--- config.mk ---
export PLATFORM = sky130hd
export DESIGN_NAME = jipq_product
export DESIGN_NICKNAME = d
export VERILOG_FILES = /design/src/rtl/just_intonation_pitch_quantizer_defines.svh /design/src/rtl/jipq_pkg.sv /design/src/rtl/jipq_product.sv
export SDC_FILE = /design/constraint.sdc
export NUM_CORES = 2
export LEC_CHECK = 0
export ABC_AREA = 1
export BUFFER_PORTS_ARGS = -buffer_cell sky130_fd_sc_hd__buf_2
export CAP_MARGIN = 40
export CORE_ASPECT_RATIO = 0.9
export CORE_MARGIN = 1
export CORE_UTILIZATION = 55
export CTS_CLUSTER_SIZE = 16
export DETAILED_ROUTE_END_ITERATION = 10
export PLACE_DENSITY_LB_ADDON = 0.12
export SKIP_LAST_GASP = 1
export SLEW_MARGIN = 20
export SYNTH_ARGS = -nofsm -noshare
export SYNTH_HDL_FRONTEND = slang
export SYNTH_SLANG_ARGS = --single-unit
--- constraint.sdc ---
create_clock -name clk -period 13.9 [get_ports clk]
set_clock_uncertainty 0.1 [all_clocks]
set_input_delay 1.39 -clock clk [delete_from_list [all_inputs] [get_ports clk]]
set_output_delay 1.39 -clock clk [all_outputs]
set_load 0.02 [all_outputs]
--- src/rtl/just_intonation_pitch_quantizer_defines.svh ---
// assertion macros for the just-intonation pitch quantizer
// expects clk and rst_n in the scope of every use
`ifndef JUST_INTONATION_PITCH_QUANTIZER_DEFINES_SVH
`define JUST_INTONATION_PITCH_QUANTIZER_DEFINES_SVH

// same-cycle implication, held off during reset
`define JIPQ_ASSERT_NOW(label, ante, cons, msg) \
  label: assert property (@(posedge clk) disable iff (!rst_n) (ante) |-> (cons)) \
    else $error(msg);

// next-cycle implication, held off during reset
`define JIPQ_ASSERT_NEXT(label, ante, cons, msg) \
  label: assert property (@(posedge clk) disable iff (!rst_n) (ante) |=> (cons)) \
    else $error(msg);

`endif

--- src/rtl/jipq_pkg.sv ---
// shared widths, constants, ratio tables and stage types of the pitch quantizer
// no dependencies
package jipq_pkg;

  localparam int FREQ_FRAC_BITS = 16;
  localparam int FREQ_W  = 32;
  localparam int QF_W    = 34;
  localparam int DEG_W   = 4;
  localparam int OCT_W   = 5;
  localparam int IDX_W   = 4;
  localparam int N_DEG   = 13;
  localparam int NUM_W   = 6;
  localparam int DEN_W   = 6;
  localparam int SCALE_W = 10;
  localparam int DIST_W  = 42;
  localparam int OUT_W   = 48;
  localparam int CFG_IDX_W = 1;

  localparam int OCT_MAX  = 31;
  localparam int DEG8_MAX = 7;
  // common denominator of every ratio in the tables
  localparam int LCD_SCALE = 480;

  localparam logic [FREQ_W-1:0] REF_RESET =
    FREQ_W'(((64'd261626 << FREQ_FRAC_BITS) + 64'd500) / 64'd1000);

  localparam logic [CFG_IDX_W-1:0] CFG_IDX_REF = 1'b0;
  localparam logic [CFG_IDX_W-1:0] CFG_IDX_SEL = 1'b1;

  localparam logic SCALE_12 = 1'b0;
  localparam logic SCALE_8  = 1'b1;

  // degrees of the 12-tone table that also form the 8-tone table
  localparam logic [N_DEG-1:0] TAB8_MASK = 13'b1_1010_1011_0101;

  typedef struct packed {
    logic [FREQ_W-1:0] freq;
    logic [FREQ_W-1:0] base;
    logic [OCT_W-1:0]  oct;
  } octave_t;

  typedef struct packed {
    logic              vld;
    logic [DIST_W-1:0] gap;
    logic [IDX_W-1:0]  idx;
  } cand_t;

  typedef struct packed {
    logic [FREQ_W-1:0] base;
    logic [OCT_W-1:0]  oct;
    logic [IDX_W-1:0]  idx;
  } pick_t;

  // ratio times 480, exact for every entry
  function automatic logic [SCALE_W-1:0] scaled_num(input logic [IDX_W-1:0] idx);
    logic [SCALE_W-1:0] m;
    case (idx)
      4'd0:    m = 10'd480;
      4'd1:    m = 10'd512;
      4'd2:    m = 10'd540;
      4'd3:    m = 10'd576;
      4'd4:    m = 10'd600;
      4'd5:    m = 10'd640;
      4'd6:    m = 10'd675;
      4'd7:    m = 10'd720;
      4'd8:    m = 10'd768;
      4'd9:    m = 10'd800;
      4'd10:   m = 10'd864;
      4'd11:   m = 10'd900;
      default: m = 10'd960;
    endcase
    return m;
  endfunction

  function automatic logic [NUM_W-1:0] ratio_num(input logic [IDX_W-1:0] idx);
    logic [NUM_W-1:0] n;
    case (idx)
      4'd0:    n = 6'd1;
      4'd1:    n = 6'd16;
      4'd2:    n = 6'd9;
      4'd3:    n = 6'd6;
      4'd4:    n = 6'd5;
      4'd5:    n = 6'd4;
      4'd6:    n = 6'd45;
      4'd7:    n = 6'd3;
      4'd8:    n = 6'd8;
      4'd9:    n = 6'd5;
      4'd10:   n = 6'd9;
      4'd11:   n = 6'd15;
      default: n = 6'd2;
    endcase
    return n;
  endfunction

  function automatic logic [DEN_W-1:0] ratio_den(input logic [IDX_W-1:0] idx);
    logic [DEN_W-1:0] d;
    case (idx)
      4'd0:    d = 6'd1;
      4'd1:    d = 6'd15;
      4'd2:    d = 6'd8;
      4'd3:    d = 6'd5;
      4'd4:    d = 6'd4;
      4'd5:    d = 6'd3;
      4'd6:    d = 6'd32;
      4'd7:    d = 6'd2;
      4'd8:    d = 6'd5;
      4'd9:    d = 6'd3;
      4'd10:   d = 6'd5;
      4'd11:   d = 6'd8;
      default: d = 6'd1;
    endcase
    return d;
  endfunction

  // position of a 12-tone degree within the 8-tone table
  function automatic logic [DEG_W-1:0] deg8(input logic [IDX_W-1:0] idx);
    logic [DEG_W-1:0] g;
    case (idx)
      4'd2:    g = 4'd1;
      4'd4:    g = 4'd2;
      4'd5:    g = 4'd3;
      4'd7:    g = 4'd4;
      4'd9:    g = 4'd5;
      4'd11:   g = 4'd6;
      4'd12:   g = 4'd7;
      default: g = 4'd0;
    endcase
    return g;
  endfunction

endpackage

--- src/rtl/jipq_product.sv ---
// candidate frequency floor(base * num / den): reciprocal quotient stage, then fix-up
// depends on jipq_pkg
module jipq_product (
  input  logic                         clk,
  input  logic                         rst_n,
  input  logic                         en,
  input  logic                         in_vld,
  input  jipq_pkg::pick_t              in_pick,
  output logic                         out_vld,
  output logic [jipq_pkg::QF_W-1:0]    out_freq,
  output logic [jipq_pkg::IDX_W-1:0]   out_idx,
  output logic [jipq_pkg::OCT_W-1:0]   out_oct
);

  localparam int RECIP_W = 33;
  localparam int PROD_W  = RECIP_W + jipq_pkg::FREQ_W;
  localparam int SMALL_W = 11;
  localparam int FRAC_W  = 6;
  localparam int QN_W    = jipq_pkg::FREQ_W + jipq_pkg::NUM_W;
  localparam int REM_W   = 5;

  logic                        s6_vld_r;
  logic [jipq_pkg::FREQ_W-1:0] s6_q_r, s6_q_nxt;
  jipq_pkg::pick_t             s6_r;

  logic [jipq_pkg::DEN_W-1:0]  den_in;
  logic [RECIP_W-1:0]          recip;
  logic [5:0]                  rshift;
  logic [PROD_W-1:0]           prod;

  logic [jipq_pkg::NUM_W-1:0]  num;
  logic [jipq_pkg::DEN_W-1:0]  den;
  logic [jipq_pkg::FREQ_W-1:0] qd;
  logic [REM_W-1:0]            rem;
  logic [SMALL_W-1:0]          small_prod;
  logic [FRAC_W-1:0]           frac;
  logic [QN_W-1:0]             qn;

  // floor(x / den) as (x * recip) >> rshift, exact for every 32-bit x
  always_comb begin
    den_in = jipq_pkg::ratio_den(in_pick.idx);
    case (den_in)
      6'd2:    begin recip = 33'h0_8000_0000; rshift = 6'd32; end
      6'd3:    begin recip = 33'h0_AAAA_AAAB; rshift = 6'd33; end
      6'd4:    begin recip = 33'h0_4000_0000; rshift = 6'd32; end
      6'd5:    begin recip = 33'h0_CCCC_CCCD; rshift = 6'd34; end
      6'd8:    begin recip = 33'h0_2000_0000; rshift = 6'd32; end
      6'd15:   begin recip = 33'h0_8888_8889; rshift = 6'd35; end
      6'd32:   begin recip = 33'h0_0800_0000; rshift = 6'd32; end
      default: begin recip = 33'h1_0000_0000; rshift = 6'd32; end
    endcase
    prod     = PROD_W'(in_pick.base) * PROD_W'(recip);
    s6_q_nxt = jipq_pkg::FREQ_W'(prod >> rshift);
  end

  // q * num plus floor(rem * num / den); rem * num stays below 2^11
  always_comb begin
    num        = jipq_pkg::ratio_num(s6_r.idx);
    den        = jipq_pkg::ratio_den(s6_r.idx);
    qd         = s6_q_r * jipq_pkg::FREQ_W'(den);
    rem        = REM_W'(s6_r.base - qd);
    small_prod = SMALL_W'(rem) * SMALL_W'(num);
    case (den)
      6'd2:    frac = FRAC_W'(small_prod >> 1);
      6'd3:    frac = FRAC_W'((22'(small_prod) * 22'd683) >> 11);
      6'd4:    frac = FRAC_W'(small_prod >> 2);
      6'd5:    frac = FRAC_W'((22'(small_prod) * 22'd820) >> 12);
      6'd8:    frac = FRAC_W'(small_prod >> 3);
      6'd15:   frac = FRAC_W'((22'(small_prod) * 22'd547) >> 13);
      6'd32:   frac = FRAC_W'(small_prod >> 5);
      default: frac = '0;
    endcase
    qn       = QN_W'(s6_q_r) * QN_W'(num);
    out_freq = jipq_pkg::QF_W'(qn + QN_W'(frac));
  end

  always_ff @(posedge clk) begin
    if (!rst_n) begin
      s6_vld_r <= 1'b0;
    end else if (en) begin
      s6_vld_r <= in_vld;
    end
  end

  always_ff @(posedge clk) begin
    if (en) begin
      s6_q_r <= s6_q_nxt;
      s6_r   <= in_pick;
    end
  end

  assign out_vld = s6_vld_r;
  assign out_idx = s6_r.idx;
  assign out_oct = s6_r.oct;

endmodule

==> flow_metrics.tcl <==
set metrics [dict create \
    synth-edff-count 46 \
    dr.pass1.iters 6 \
    placed_area_um2 36800 \
    worstHoldStart "out_vld$_SDFFE_PN0P_" \
    synth_common_cells "inv_1 (1274), nand2_1 (694), fa_1 (661), ha_1 (568), nor2_1 (368)" \
    drive_gt1_share_pct 5.24 \
    grt_max_degree 55 \
    num_io_pins 89 \
    stdcell_count 5347 \
    nets 5770 \
    syn-instance-count 4412 \
    grt-ovfl-total 0 \
    syn-mean-instance-area_um2 8.01 \
    holdPathEnd "out_vld$_SDFFE_PN0P_" \
    yosys.area.top_type "fa_1" \
    fmaxAchievable_mhz 76.4 \
    ys_warn_count 0 \
    drt_first_iter_violations 1489 \
    fin_crit_sh_pct 94.2 \
    grt_usage_pct 29.8 \
    worstMarginPinSlew_ps 830 \
    crit_fanout 8 \
    final-setup-viol-count 0 \
    die_height_um 242 \
    drv_cap 0 \
    core_um2 63100 \
    yosysUniqueCellTypes 56 \
    netlist.area_leader.share_pct 37.4 \
    synth_most_common_cell "inv_1" \
    grt_pass1_wl_um 152000 \
    hold_viol 0 \
    min_period_ps 13090 \
    root_buffer "clkbuf_16" \
    place_congestion 0.993 \
    fin_util_pct 59.5 \
    critPathRequiredTime_ps 12410 \
    synth_fp_nets 5686 \
    r2r_end "den[0]$_DFF_P_" \
    cts_tree "built" \
    fillers 5951 \
    cp-end-kind "primary output" \
    cts_buffers 9 \
    crit-reg2reg-launch "out_idx[0]$_DFFE_PP_" \
    finalSetupTns_ps 0 \
    final_area_um2 37500 \
    min_path_cells 2 \
    vias 27900 \
    dp_hpwl_um 83800 \
    path_class "flop to primary output" \
    status "finished, final reports clean" \
    synth.cell_area_um2 35300 \
    critPathMaxStageDelay_ps 500 \
    drcViolationCount 0 \
    ys_seq_area_share_pct 4.59 \
    worstRegToRegCells 5 \
    insertion_delay_ps 330 \
    antenna_found_initial 1 \
    cts.sinks 58 \
    dp.cells 5307 \
    wl_um 94900 \
    worstPathArrival_ps 11600 \
    portBuffers 88 \
    postRouteAntennaNets 0 \
    slew_headroom_pct 44.5 \
    hold_class "flop to flop" \
    synth_seq_cells 58 \
    htreeDepth 3 \
    synthFlopType "edfxtp_1" \
    slew_viol_final 0 \
    grt_pass1_vias 28900 \
    die-width_um 269 \
    dieArea_um2 65300 \
    initial_utilization_pct 56.0 \
    syn2layout_area_growth_pct 6.20 \
    cts_buffer_depth 2 \
    viasPerCell 5.22 \
    start_kind "flop" \
    slowest_stage "fa_1" \
    synth.top_cells.by_area "fa_1 (37%), ha_1 (20%), inv_1 (14%), nand2_1 (7.4%), edfxtp_1 (3.9%)" \
    reg2reg_slack_ps 11810 \
    async_flop_share_pct 0 \
    wire_per_inst_um 17.7 \
    rows 87 \
    clk_pin_slew_ps 50 \
]
flip-flops by register name, indices dropped and copies added (netlist names):
register  count
den           5
num           6
out_idx       4
out_oct       5
out_vld       1
s6_q_r       32
s6_r          5
metal layers:
| metal | vias up | part of all wire [%] | global-route usage [%] |
|---|---|---|---|
| li1 | 13400 | - | - |
| met1 | 13500 | 45 | 41.0 |
| met2 | 810 | 46 | 49.1 |
| met3 | 157 | 5.7 | 3.44 |
| met4 | 0 | 3.5 | 9.39 |
| met5 | - | 0 | 0 |
kinds of logic after synthesis:
family / share of synthesized area, %
buffers and inverters: 14.5
multiplexers: 0.0283
adder cells (fa/ha/maj): 57.5
XOR/XNOR: 2.00
AO/OA/AOI/OAI: 6.22
flip-flops: 4.59
AND/OR/NAND/NOR: 15.1
timing repair:
action	4_1_cts	5_1_grt
gates resized for setup	6	61
setup endpoints to repair	5	24
pin swaps	0	22
gates cloned	0	1
hold endpoints to repair	0	0
hold buffers	0	0
setup buffers	0	22
area by class of cell:
class                      instances  area [µm²]  share of cell area (%)
timing repair inverter             1        5.00                  0.0133
sequential                        58        1630                    4.34
clock buffer                      14         285                   0.760
inverter                        1280        4810                    12.8
antenna                            1        2.50                 0.00667
tap                              845        1060                    2.82
timing repair buffer             145         895                    2.38
multi-input combinational       3001       28800                    76.8
clock inverter                     2        8.76                  0.0233
worst max-delay path: cells and delay by family, from the launching register on:
kind / cells / cell delay [ps]
XOR/XNOR: 1 / 280
AO/OA/AOI/OAI: 12 / 1790
flip-flops: 1 / 480
AND/OR/NAND/NOR: 18 / 1570
buffers and inverters: 15 / 1140
adder cells (fa/ha/maj): 16 / 6020
how the worst max path moves through the flow:
stage | to | slack (ps) | from | cells past startpoint
detailed placement | out_freq[25] | 250 | den[0]$_DFF_P_ | 64
CTS | out_freq[30] | 20 | den[1]$_DFF_P_ | 62
finish | out_freq[29] | 810 | s6_q_r[0]$_DFFE_PP_ | 62
global placement | out_freq[29] | 420 | den[0]$_DFF_P_ | 67
global route | out_freq[29] | -20 | s6_q_r[2]$_DFFE_PP_ | 67
floorplan | out_freq[25] | 1010 | s6_q_r[2]$_DFFE_PP_ | 56
cells in the final DEF, fill, tap and decap left out, types with 4 or more instances in the layout:
cell | synthesis | final
a211oi_1 | 6 | 5
nand2_1 | 694 | 685
o21ai_0 | 93 | 86
a21boi_0 | 8 | 6
a221oi_1 | 6 | 6
nor2_2 | 3 | 5
a21oi_2 | 0 | 5
xnor2_1 | 36 | 36
o22ai_1 | 4 | 4
o21bai_1 | 5 | 5
a21o_1 | 10 | 10
nor3_1 | 28 | 27
o21ai_4 | 1 | 4
o2111ai_1 | 4 | 4
dfxtp_1 | 12 | 10
xor2_1 | 43 | 41
a31oi_1 | 26 | 24
nand3_1 | 160 | 160
inv_1 | 1274 | 1270
fa_1 | 661 | 660
nor4_1 | 7 | 7
inv_2 | 4 | 7
o21ai_2 | 1 | 6
nand2_2 | 5 | 13
nor2_1 | 368 | 365
nand3b_1 | 12 | 12
o21a_1 | 24 | 24
buf_4 | 9 | 56
nand4_1 | 12 | 12
a21oi_1 | 177 | 172
ha_4 | 0 | 6
buf_2 | 8 | 87
or2_2 | 7 | 5
clkbuf_16 | 0 | 10
edfxtp_1 | 46 | 46
ha_1 | 568 | 561
o211ai_1 | 5 | 5
per-stage QoR:
step | setup WS, ps | hold slack (ps)
after CTS | 17.3 | 417
final | 809 | 415
after detailed placement | 250 | 404
after floorplan | 1010 | 503
after global routing | -20.5 | 478
after global placement | 416 | 397
Power is not shown: default switching activity piles up to over one toggle a cycle in this logic, so the estimate is an artifact.
