==> config.mk <==
export PLATFORM = sky130hd
export DESIGN_NAME = jipq_octave
export DESIGN_NICKNAME = d
export VERILOG_FILES = /design/src/rtl/just_intonation_pitch_quantizer_defines.svh /design/src/rtl/jipq_pkg.sv /design/src/rtl/jipq_octave.sv
export SDC_FILE = /design/constraint.sdc
export NUM_CORES = 1
export LEC_CHECK = 0
export BUFFER_PORTS_ARGS = -buffer_cell sky130_fd_sc_hd__buf_2
export CAP_MARGIN = 20
export CORE_ASPECT_RATIO = 1.4
export CORE_MARGIN = 8
export CORE_UTILIZATION = 31
export DETAILED_ROUTE_END_ITERATION = 7
export SYNTH_ARGS = -nofsm -noshare
export SYNTH_HDL_FRONTEND = slang
export SYNTH_SLANG_ARGS = --single-unit
export TNS_END_PERCENT = 30
==> constraint.sdc <==
create_clock -name clk -period 4.6 [get_ports clk]
set_clock_uncertainty 0.1 [all_clocks]
set_input_delay 0.46 -clock clk [delete_from_list [all_inputs] [get_ports clk]]
set_output_delay 0.46 -clock clk [all_outputs]
set_load 0.005 [all_outputs]
==> src/rtl/just_intonation_pitch_quantizer_defines.svh <==
// assertion macros for the just-intonation pitch quantizer
// expects clk and rst_n in the scope of every use
`ifndef JUST_INTONATION_PITCH_QUANTIZER_DEFINES_SVH
`define JUST_INTONATION_PITCH_QUANTIZER_DEFINES_SVH

// same-cycle implication, held off during reset
`define JIPQ_ASSERT_NOW(label, ante, cons, msg) \
  label: assert property (@(posedge clk) disable iff (!rst_n) (ante) |-> (cons)) \
    else $error(msg);

// next-cycle implication, held off during reset
`define JIPQ_ASSERT_NEXT(label, ante, cons, msg) \
  label: assert property (@(posedge clk) disable iff (!rst_n) (ante) |=> (cons)) \
    else $error(msg);

`endif

==> src/rtl/jipq_pkg.sv <==
// shared widths, constants, ratio tables and stage types of the pitch quantizer
// no dependencies
package jipq_pkg;

  localparam int FREQ_FRAC_BITS = 16;
  localparam int FREQ_W  = 32;
  localparam int QF_W    = 34;
  localparam int DEG_W   = 4;
  localparam int OCT_W   = 5;
  localparam int IDX_W   = 4;
  localparam int N_DEG   = 13;
  localparam int NUM_W   = 6;
  localparam int DEN_W   = 6;
  localparam int SCALE_W = 10;
  localparam int DIST_W  = 42;
  localparam int OUT_W   = 48;
  localparam int CFG_IDX_W = 1;

  localparam int OCT_MAX  = 31;
  localparam int DEG8_MAX = 7;
  // common denominator of every ratio in the tables
  localparam int LCD_SCALE = 480;

  localparam logic [FREQ_W-1:0] REF_RESET =
    FREQ_W'(((64'd261626 << FREQ_FRAC_BITS) + 64'd500) / 64'd1000);

  localparam logic [CFG_IDX_W-1:0] CFG_IDX_REF = 1'b0;
  localparam logic [CFG_IDX_W-1:0] CFG_IDX_SEL = 1'b1;

  localparam logic SCALE_12 = 1'b0;
  localparam logic SCALE_8  = 1'b1;

  // degrees of the 12-tone table that also form the 8-tone table
  localparam logic [N_DEG-1:0] TAB8_MASK = 13'b1_1010_1011_0101;

  typedef struct packed {
    logic [FREQ_W-1:0] freq;
    logic [FREQ_W-1:0] base;
    logic [OCT_W-1:0]  oct;
  } octave_t;

  typedef struct packed {
    logic              vld;
    logic [DIST_W-1:0] gap;
    logic [IDX_W-1:0]  idx;
  } cand_t;

  typedef struct packed {
    logic [FREQ_W-1:0] base;
    logic [OCT_W-1:0]  oct;
    logic [IDX_W-1:0]  idx;
  } pick_t;

  // ratio times 480, exact for every entry
  function automatic logic [SCALE_W-1:0] scaled_num(input logic [IDX_W-1:0] idx);
    logic [SCALE_W-1:0] m;
    case (idx)
      4'd0:    m = 10'd480;
      4'd1:    m = 10'd512;
      4'd2:    m = 10'd540;
      4'd3:    m = 10'd576;
      4'd4:    m = 10'd600;
      4'd5:    m = 10'd640;
      4'd6:    m = 10'd675;
      4'd7:    m = 10'd720;
      4'd8:    m = 10'd768;
      4'd9:    m = 10'd800;
      4'd10:   m = 10'd864;
      4'd11:   m = 10'd900;
      default: m = 10'd960;
    endcase
    return m;
  endfunction

  function automatic logic [NUM_W-1:0] ratio_num(input logic [IDX_W-1:0] idx);
    logic [NUM_W-1:0] n;
    case (idx)
      4'd0:    n = 6'd1;
      4'd1:    n = 6'd16;
      4'd2:    n = 6'd9;
      4'd3:    n = 6'd6;
      4'd4:    n = 6'd5;
      4'd5:    n = 6'd4;
      4'd6:    n = 6'd45;
      4'd7:    n = 6'd3;
      4'd8:    n = 6'd8;
      4'd9:    n = 6'd5;
      4'd10:   n = 6'd9;
      4'd11:   n = 6'd15;
      default: n = 6'd2;
    endcase
    return n;
  endfunction

  function automatic logic [DEN_W-1:0] ratio_den(input logic [IDX_W-1:0] idx);
    logic [DEN_W-1:0] d;
    case (idx)
      4'd0:    d = 6'd1;
      4'd1:    d = 6'd15;
      4'd2:    d = 6'd8;
      4'd3:    d = 6'd5;
      4'd4:    d = 6'd4;
      4'd5:    d = 6'd3;
      4'd6:    d = 6'd32;
      4'd7:    d = 6'd2;
      4'd8:    d = 6'd5;
      4'd9:    d = 6'd3;
      4'd10:   d = 6'd5;
      4'd11:   d = 6'd8;
      default: d = 6'd1;
    endcase
    return d;
  endfunction

  // position of a 12-tone degree within the 8-tone table
  function automatic logic [DEG_W-1:0] deg8(input logic [IDX_W-1:0] idx);
    logic [DEG_W-1:0] g;
    case (idx)
      4'd2:    g = 4'd1;
      4'd4:    g = 4'd2;
      4'd5:    g = 4'd3;
      4'd7:    g = 4'd4;
      4'd9:    g = 4'd5;
      4'd11:   g = 4'd6;
      4'd12:   g = 4'd7;
      default: g = 4'd0;
    endcase
    return g;
  endfunction

endpackage

==> src/rtl/jipq_octave.sv <==
// octave search: two stages, leading-one alignment then one compare
// depends on jipq_pkg
module jipq_octave (
  input  logic                          clk,
  input  logic                          rst_n,
  input  logic                          en,
  input  logic                          in_vld,
  input  logic [jipq_pkg::FREQ_W-1:0]   in_freq,
  input  logic [jipq_pkg::FREQ_W-1:0]   ref_freq,
  output logic                          out_vld,
  output jipq_pkg::octave_t             out_oct
);

  logic                        s1_vld_r;
  logic [jipq_pkg::FREQ_W-1:0] s1_freq_r, s1_freq_nxt;
  logic [jipq_pkg::FREQ_W-1:0] s1_shift_r, s1_shift_nxt;
  logic [jipq_pkg::OCT_W-1:0]  s1_d_r, s1_d_nxt;
  logic                        s1_rzero_r, s1_rzero_nxt;
  logic                        s1_below_r, s1_below_nxt;
  logic [jipq_pkg::OCT_W-1:0]  pos_f, pos_r;

  logic                        s2_vld_r;
  jipq_pkg::octave_t           s2_r, s2_nxt;

  function automatic logic [jipq_pkg::OCT_W-1:0] msb_pos(
    input logic [jipq_pkg::FREQ_W-1:0] v);
    logic [jipq_pkg::OCT_W-1:0] p;
    p = '0;
    for (int i = 0; i < jipq_pkg::FREQ_W; i++) begin
      if (v[i]) p = jipq_pkg::OCT_W'(i);
    end
    return p;
  endfunction

  // align leading ones of reference and input
  always_comb begin
    pos_f        = msb_pos(in_freq);
    pos_r        = msb_pos(ref_freq);
    s1_freq_nxt  = in_freq;
    s1_rzero_nxt = (ref_freq == '0);
    s1_below_nxt = (in_freq < ref_freq);
    s1_d_nxt     = pos_f - pos_r;
    s1_shift_nxt = s1_below_nxt ? ref_freq : (ref_freq << s1_d_nxt);
  end

  // aligned reference may overshoot by one octave
  always_comb begin
    s2_nxt.freq = s1_freq_r;
    if (s1_rzero_r) begin
      s2_nxt.oct  = jipq_pkg::OCT_W'(jipq_pkg::OCT_MAX);
      s2_nxt.base = '0;
    end else if (s1_below_r) begin
      s2_nxt.oct  = '0;
      s2_nxt.base = s1_shift_r;
    end else if (s1_shift_r > s1_freq_r) begin
      s2_nxt.oct  = s1_d_r - jipq_pkg::OCT_W'(1);
      s2_nxt.base = s1_shift_r >> 1;
    end else begin
      s2_nxt.oct  = s1_d_r;
      s2_nxt.base = s1_shift_r;
    end
  end

  always_ff @(posedge clk) begin
    if (!rst_n) begin
      s1_vld_r <= 1'b0;
      s2_vld_r <= 1'b0;
    end else if (en) begin
      s1_vld_r <= in_vld;
      s2_vld_r <= s1_vld_r;
    end
  end

  always_ff @(posedge clk) begin
    if (en) begin
      s1_freq_r  <= s1_freq_nxt;
      s1_shift_r <= s1_shift_nxt;
      s1_d_r     <= s1_d_nxt;
      s1_rzero_r <= s1_rzero_nxt;
      s1_below_r <= s1_below_nxt;
      s2_r       <= s2_nxt;
    end
  end

  assign out_vld = s2_vld_r;
  assign out_oct = s2_r;

endmodule

==> impl_metrics.yaml, run 1 <==
status:
  status: "complete, no violations"
timing:
  fin_hold_ws_ns: 0.115
  fmax_ghz: 0.226
  timing.final.ws_setup_ns: 0.169
  setup_violations: 0
  slew_violations: 0
  rsz0062_at_grt: "false"
  max-slew-margin-rel_pct: 30.0
  final-hold-violation-count: 0
  fin_crit_ns: 4.43
  fin_tns_setup_ns: 0
  timing.final.crit_share_pct: 96.3
  worst_slew_pin_slew_ns: 1.05
setup_path:
  r2r_slack_ns: 0.81
  cp-start-kind: "primary input"
  cp.arrival_ns: 4.49
  required_ns: 4.66
  critical_path_class: "in2reg"
  end_kind: "flop"
  reg2regPathDepth: 9
  critPathMaxFanout: 27
detailed_routing:
  wl_per_cell_um: 20.2
  vias_per_cell: 5.00
  drt-initial-drc-count: 314
  vias: 7226
  drc: 0
  dr.pass1.iters: 6
  wl_met3_um: 993
  ant_nets: 0
  highest_layer: "met4"
  wl_mm: 29.2
  wl_met1_mm: 11.6
  route.met2.wl_mm: 15.7
floorplanning:
  die_w_um: 162
  rows: 75
  dieArea_um2: 35800
  core_um2: 29700
  ios: 138
  die_y_um: 221
  start_util_pct: 31.2
min_path:
  hp-class: "in2reg"
  hold_depth: 1
yosys:
  netlist_instances: 818
  netlist_area_um2: 9280
  ys_seq_elements: 142
  synth_cell_type_count: 58
  synth_top_cell_area_share_pct: 45.3
  synth_common_cells: "edfxtp_1 (140), nor2_1 (87), inv_1 (84)"
  synth_ff_type: "edfxtp_1"
  synth-edff-count: 140
  syn_avg_cell_area_um2: 11.3
  yosys_warnings: 0
  synth_area_leader_cell: "edfxtp_1"
  async_flop_share_pct: 0
  syn-num-nets: 955
  synth.area.top_cells: "edfxtp_1 (45%), ha_1 (9.2%), mux2i_1 (8.6%)"
  ys_seq_area_share_pct: 45.8
  synth.most_common_cell: "edfxtp_1"
clock_network:
  cts_hold_buf: 0
  cts_tree: "yes"
  numClockSinks: 142
  clkTransAtPathRegs_ns: 0.06
  clockRootBuffer: "clkbuf_16"
  cts_buffers: 17
  h-tree-depth: 4
  post_cts_buffers: 0
  clock_latency_ns: 0.43
  cts_resized: 1
  cts_buffer_depth: 2
power:
  p_total_uw: 4390
  leakage_uw: 0.00529
  powerDensity_nw_per_um2: 374
  vdd_ir_drop_max_uv: 288
global_route:
  grt_pass1_vias: 7516
  antenna_found_initial: 0
  grt_max_degree: 82
  grt_pass1_wl_mm: 44.0
  grt_use_total_pct: 16.3
  grt_remaining_overflow: 0
finish:
  fillers: 2919
  antenna_cells: 0
  final_area_um2: 11700
  finalNetCount: 1184
  syn2layout_area_growth_pct: 26.4
  drive_gt1_share_pct: 30.7
placed_design:
  io_buffers: 137
  dp_hpwl_mm: 24.0
  place_ws_ns: -0.552
  routabilityCongestion: 0.906
  post_dp_cell_area_um2: 11200
flow_run:
  maxCapViolCount: 0
-- layout make-up --
| cell class | instances | area [um^2] | share of cell area [%] |
|---|---|---|---|
| inverters | 85 | 319 | 2.72 |
| clock inverters | 14 | 120 | 1.02 |
| clock buffers | 18 | 429 | 3.66 |
| flip-flops and latches | 142 | 4240 | 36.2 |
| repair buffers | 239 | 1530 | 13.1 |
| multi-input cells | 562 | 4600 | 39.2 |
| well taps | 385 | 482 | 4.11 |
-- through the flow --
step | std cells | utilization, %
2_1_floorplan | 818 | -
3_5_place_dp | 1413 | 37.6
4_1_cts | 1445 | 39.4
3_3_place_gp | 1413 | 37.6
5_1_grt | 1445 | 39.4
6_report | 1445 | 39.4
-- worst max-delay path, cell delays in order --
cell       delay, ns
buf_2           0.13
nor2b_1         0.11
o21bai_1        0.06
a21oi_1         0.13
o21ai_0         0.09
a21o_1          0.20
a2111oi_1       0.74
nor4_1          0.16
ha_2            0.24
fa_1            0.53
buf_12          0.19
mux4_2          0.35
mux2i_1         0.38
mux2_2          0.31
nor2_1          0.05
mux2_1          0.32
-- sequential cells by signal, summed over array words and instances, names as in the netlist --
name and flops:
out_oct 69, s1_freq_r 32, s1_shift_r 32, s1_d_r 5, out_vld 1, s1_below_r 1, s1_rzero_r 1, s1_vld_r 1
-- path summary, 6_finish.rpt --
kind / from / end
worst min register to register: s1_freq_r[12] / out_oct[49]
worst min-delay path: in_freq[0] / s1_freq_r[0]
worst max-delay path: in_freq[2] / s1_shift_r[11]
worst max register to register: s1_shift_r[7] / out_oct[34]
-- routing by layer --
metal,vias to the layer above,GRT usage [%]
li1,3518,-
met1,3499,17.8
met2,166,30.4
met3,43,2.49
met4,0,7.80
met5,-,0
-- kinds of logic after synthesis --
family / count (synthesis) / synth area share (%)
muxes: 139 / 18.8
DFF: 142 / 45.8
xor gates and xnor gates: 8 / 0.998
buffers and inverters: 114 / 4.96
AOI/OAI and AO/OA: 135 / 9.55
adders and majority gates: 69 / 9.39
and+or+nand+nor: 211 / 10.5
-- power breakdown --
part           switching, uW  internal (uW)  total, uW
clock                    531            740       1270
sequential              81.5           1600       1680
combinational            767            670       1440
-- cells in the final DEF (no fill, tap or decap), types with 6 or more instances in the layout --
cell       count
mux4_2        25
nor2b_1        6
nand4_1       19
o211ai_1       6
mux2i_1       80
ha_1          67
nor2_1        87
a21oi_1       40
o21ai_0       27
nor3_1         8
buf_4         96
nand3_1       10
a21o_1        15
nor4_1        16
buf_2        136
clkbuf_16     17
buf_12         6
edfxtp_1     140
mux2_2        18
nand2_1       52
inv_1         84
mux2_1        16
Power figures use the tool's default switching activity.
==> inputs of run 2 (changes only) <==
REMOVE_ABC_BUFFERS = 1   (was unset)
==> run 2 against run 1 <==
  * Worst setup slack better by 0.0049 ns
  * Highest routed layer unchanged
  * Sequential power about the same
  * Global-route usage down 0.38 points
==> impl_metrics.yaml, run 2 (synthesized netlist as in run 1, its figures left out) <==
status:
  status: "complete, no violations"
timing:
  max-slew-margin-rel_pct: 34.2
  setup_violations: 0
  fin_tns_setup_ns: 0
  rsz0062_at_grt: "false"
  worst_slew_pin_slew_ns: 0.987
  timing.final.ws_setup_ns: 0.174
  fin_crit_ns: 4.43
  slew_violations: 0
  fmax_ghz: 0.226
  timing.final.crit_share_pct: 96.2
  fin_hold_ws_ns: 0.115
  final-hold-violation-count: 0
global_route:
  grt_remaining_overflow: 0
  grt_pass1_vias: 7519
  antenna_found_initial: 2
  grt_pass1_wl_mm: 43.0
  grt_max_degree: 105
  grt_use_total_pct: 16.0
placed_design:
  io_buffers: 137
  routabilityCongestion: 0.917
  place_ws_ns: -0.405
  dp_hpwl_mm: 23.1
power:
  p_clk_share_pct: 31.1
  seqPwrFrac_pct: 37.3
  swShare_pct: 31.6
  p_switching_uw: 1430
  leakage_uw: 0.00535
  powerDensity_nw_per_um2: 382
  vdd_ir_drop_max_uv: 237
  p_comb_share_pct: 31.6
  p_int_uw: 3080
clock_network:
  clkTransAtPathRegs_ns: 0.07
  h-tree-depth: 4
  cts_hold_buf: 0
  clock_latency_ns: 0.43
  post_cts_buffers: 0
  cts_buffer_depth: 2
  cts_buffers: 17
  clockRootBuffer: "clkbuf_16"
  cts_tree: "yes"
  numClockSinks: 142
  cts_resized: 0
setup_path:
  critPathMaxFanout: 23
  required_ns: 4.68
  reg2regPathDepth: 9
  critical_path_class: "in2reg"
  cp-start-kind: "primary input"
  cp.arrival_ns: 4.51
  end_kind: "flop"
  r2r_slack_ns: 1.12
finish:
  layout.cells.most_common_list: "edfxtp_1 (140), buf_2 (136), buf_4 (102)"
  drive_gt1_share_pct: 31.5
  finalNetCount: 1189
  largest_reg_flops: 69
  syn2layout_area_growth_pct: 27.3
  final_common_cell: "edfxtp_1"
detailed_routing:
  drt-initial-drc-count: 390
  drc: 0
  wl_per_cell_um: 19.6
  vias: 7291
  wl_mm: 28.5
  vias_per_cell: 5.02
  dr.pass1.iters: 5
  ant_nets: 0
floorplanning:
  die_y_um: 221
  dieArea_um2: 35800
  rows: 75
  die_w_um: 162
  start_util_pct: 31.2
  core_um2: 29700
  ios: 138
min_path:
  hp-class: "in2reg"
  hold_depth: 1
flow_run:
  maxCapViolCount: 0
-- run 2: cell types whose count changed in the layout (fill, tap and decap cells not counted), sizes merged --
| cell | before | now |
|---|---|---|
| buf | 239 | 244 |
| diode | 0 | 2 |
| inv | 87 | 95 |
| clkbuf | 18 | 17 |
| clkinv | 7 | 2 |
| clkinvlp | 4 | 1 |
| bufinv | 1 | 2 |
-- run 2: worst paths after layout --
kind,startpoint,end
worst max-delay path,in_freq[2],s1_shift_r[23]
worst min-delay path,in_freq[0],s1_freq_r[0]
worst max register to register,s1_shift_r[7],out_oct[33]
worst min register to register,s1_freq_r[13],out_oct[50]
-- run 2: power by group through the flow --
stage	logic, uW	registers, uW	clock network, uW
after floorplan	797	1690	0
after global placement	1420	1710	0
after detailed placement	1430	1710	0
after CTS	1440	1680	1430
after global routing	1560	1700	1480
final	1430	1680	1400
-- run 2: layout make-up --
class                   instances  area [um^2]
diodes                          2         5.00
clock inverters                15          170
multi-input cells             562         4610
inverters                      85          319
clock buffers                  17          425
fillers                      2893        17900
well taps                     385          482
flip-flops and latches        142         4240
repair buffers                244         1560
-- run 2: metrics by stage --
step	cells	total power [uW]	utilization [%]	instance area, um^2
2_1_floorplan	789	2480	-	9140
3_3_place_gp	1418	3120	37.7	11200
3_5_place_dp	1418	3140	37.7	11200
4_1_cts	1450	4550	39.7	11800
5_1_grt	1452	4730	39.7	11800
6_report	1452	4510	39.7	11800
-- run 2: layer usage --
layer  up-vias  track usage, %  part of all wire, %
met4         0            8.01                  3.8
met3        52            2.81                  4.2
met2       186            28.7                   52
met5         -               0                    0
met1      3516            17.9                   40
li1       3537               -                    -
-- run 2: worst max-delay path, cell delays in order --
cell       delay [ns]
buf_2            0.11
buf_4            0.12
nor2b_1          0.11
o21bai_1         0.07
a21oi_1          0.14
o21ai_0          0.11
a21o_1           0.20
a2111oi_1        0.57
buf_4            0.20
nor4_1           0.05
ha_2             0.20
fa_1             0.53
buf_12           0.18
mux4_2           0.56
a21boi_0         0.30
or3_1            0.16
o21ai_1          0.11
mux2_2           0.30
==> inputs of run 3 (changes only) <==
BUFFER_PORTS_ARGS = unset   (was -buffer_cell sky130_fd_sc_hd__buf_2)
DONT_BUFFER_PORTS = 1   (was unset)
RECOVER_POWER = 50   (was unset)
==> run 3 against run 2 <==
  * Power shrank 4.4%
  * Core utilization decreased by 3.3 points
  * Worst setup slack improved by 0.16 ns
  * Non-clock buffer count decreased by 176
  * Count of clock-buffer cells in the layout stayed put
  * Worst hold slack got worse by 0.090 ns
  * Cell count down 12%
  * Sequential share of layout area rose by 3.3 points
  * Clock power down 3%
  * Combinational power is 13% lower
  * Cell area shrank 8.4%
  * Critical path type unchanged
  * Register-to-register slack lost 0.13 ns
==> impl_metrics.yaml, run 3 (synthesized netlist as in run 1, its figures left out) <==
status:
  status: "complete, no violations"
min_path:
  hp-class: "in2reg"
  whs_endpoint: "s1_freq_r[1]"
  min_from: "in_freq[1]"
  hold_depth: 0
detailed_routing:
  vias_per_cell: 5.23
  wl_per_cell_um: 22.3
  ant_nets: 0
  vias: 6657
  drc: 0
  wl_mm: 28.4
  dr.pass1.iters: 5
  drt-initial-drc-count: 374
setup_path:
  r2r-start: "s1_shift_r[7]"
  r2r_slack_ns: 0.99
  crit_path_cell_trace: "o31ai_1 > buf_4 > a21boi_0 > o31ai_1 > buf_4 > a211oi_1 > o31ai_1 > a31oi_1 > fa_1 > buf_12 > mux4_2 > inv_1 > o21ai_0 > mux2i_1 > nor2_1 > mux2_1"
  crit_top_cell: "o31ai_1"
  end_kind: "flop"
  critPathMaxFanout: 24
  path_buf_inv: 4
  reg2regPathDepth: 9
  required_ns: 4.67
  cp-start-kind: "primary input"
  critical_path_class: "in2reg"
  cp.arrival_ns: 4.34
  rr_endpoint: "out_oct[5]"
  cpMaxStageDelayCell: "fa_1"
  cp_top_family: "compound AO/OA/AOI/OAI gates"
  critical-path-max-stage-delay_ns: 0.63
timing:
  fin_tns_setup_ns: 0
  max-slew-margin-rel_pct: 42.6
  fin_hold_ws_ns: 0.0258
  fin_crit_ns: 4.27
  timing.final.ws_setup_ns: 0.332
  rsz0062_at_grt: "false"
  final-hold-violation-count: 0
  slew_violations: 0
  fmax_ghz: 0.234
  worst_slew_pin_slew_ns: 0.857
  setup_violations: 0
  timing.final.crit_share_pct: 92.8
placed_design:
  dp_hpwl_mm: 22.7
  routabilityCongestion: 0.899
  post_dp_cell_area_um2: 10200
  io_buffers: 0
  place_ws_ns: -0.0969
floorplanning:
  die_w_um: 162
  ios: 138
  start_util_pct: 31.2
  die_y_um: 221
  dieArea_um2: 35800
  core_um2: 29700
  rows: 75
clock_network:
  cts_hold_buf: 0
  cts_tree: "yes"
  h-tree-depth: 4
  clock_latency_ns: 0.42
  cts_resized: 0
  cts_buffer_depth: 2
  numClockSinks: 142
  cts_buffers: 17
  post_cts_buffers: 0
  clkTransAtPathRegs_ns: 0.07
  clockRootBuffer: "clkbuf_16"
power:
  vdd_ir_drop_max_uv: 224
  powerDensity_nw_per_um2: 398
  leakage_uw: 0.00459
finish:
  syn2layout_area_growth_pct: 16.6
  largest_reg_flops: 69
  antenna_cells: 0
  finalNetCount: 1013
  final_common_cell: "edfxtp_1"
  layout.cells.most_common_list: "edfxtp_1 (140), nor2_1 (87), inv_1 (84)"
  drive_gt1_share_pct: 17.5
  final_area_um2: 10800
global_route:
  grt_use_total_pct: 16.0
  grt_use_met2_pct: 29.4
  use_met1_pct: 16.8
  grt_max_degree: 143
  use_met3_pct: 3.69
  antenna_found_initial: 0
  grt_pass1_wl_mm: 42.7
  grt-busiest-layer: "met2"
  grt_remaining_overflow: 0
  grt_pass1_vias: 7006
flow_run:
  maxCapViolCount: 0
[run 3: cell types whose count changed in the layout (fill, tap and decap cells not counted), moves of 2 or more]
cell        before  now
buf_2          136    0
buf_4          102   62
inv_6            8    5
clkinv_1         0    2
clkinvlp_4       1    3
diode_2          2    0
[run 3: stage by stage]
stage	util, %	total power [uW]	instances
floorplan	-	2480	789
global placement	34.4	2970	1242
detailed placement	34.4	2980	1242
CTS	36.4	4350	1274
global route	36.4	4530	1274
finish	36.4	4310	1274
[run 3: cell type report]
cell class,instances,area (um^2)
multi-input combinational,562,4600
fill,2916,18900
clock buffer,17,425
clock inverter,15,159
tap,385,482
sequential,142,4240
inverter,85,319
timing repair buffer,68,586
[run 3: worst max-delay path by stage]
stage,endpoint,from,cells after the start,slack (ns)
floorplan,s1_shift_r[18],in_freq[1],16,-0.85
global placement,s1_shift_r[15],in_freq[4],16,-0.11
detailed placement,s1_shift_r[15],in_freq[4],16,-0.1
CTS,s1_shift_r[15],in_freq[4],16,0.36
global route,s1_shift_r[15],in_freq[3],17,0.18
finish,s1_shift_r[15],in_freq[4],16,0.33
[run 3: layer usage]
| metal | wire length, um | up-vias |
|---|---|---|
| met4 | 1090 | 0 |
| met2 | 15200 | 159 |
| li1 | - | 3182 |
| met5 | 0 | - |
| met1 | 10800 | 3270 |
| met3 | 1290 | 46 |
[run 3: where the power goes]
group	switching, uW	leakage, uW	total, uW	internal (uW)
clock network	557	0.000278	1360	806
registers	106	0.00140	1710	1600
logic	639	0.00292	1240	599
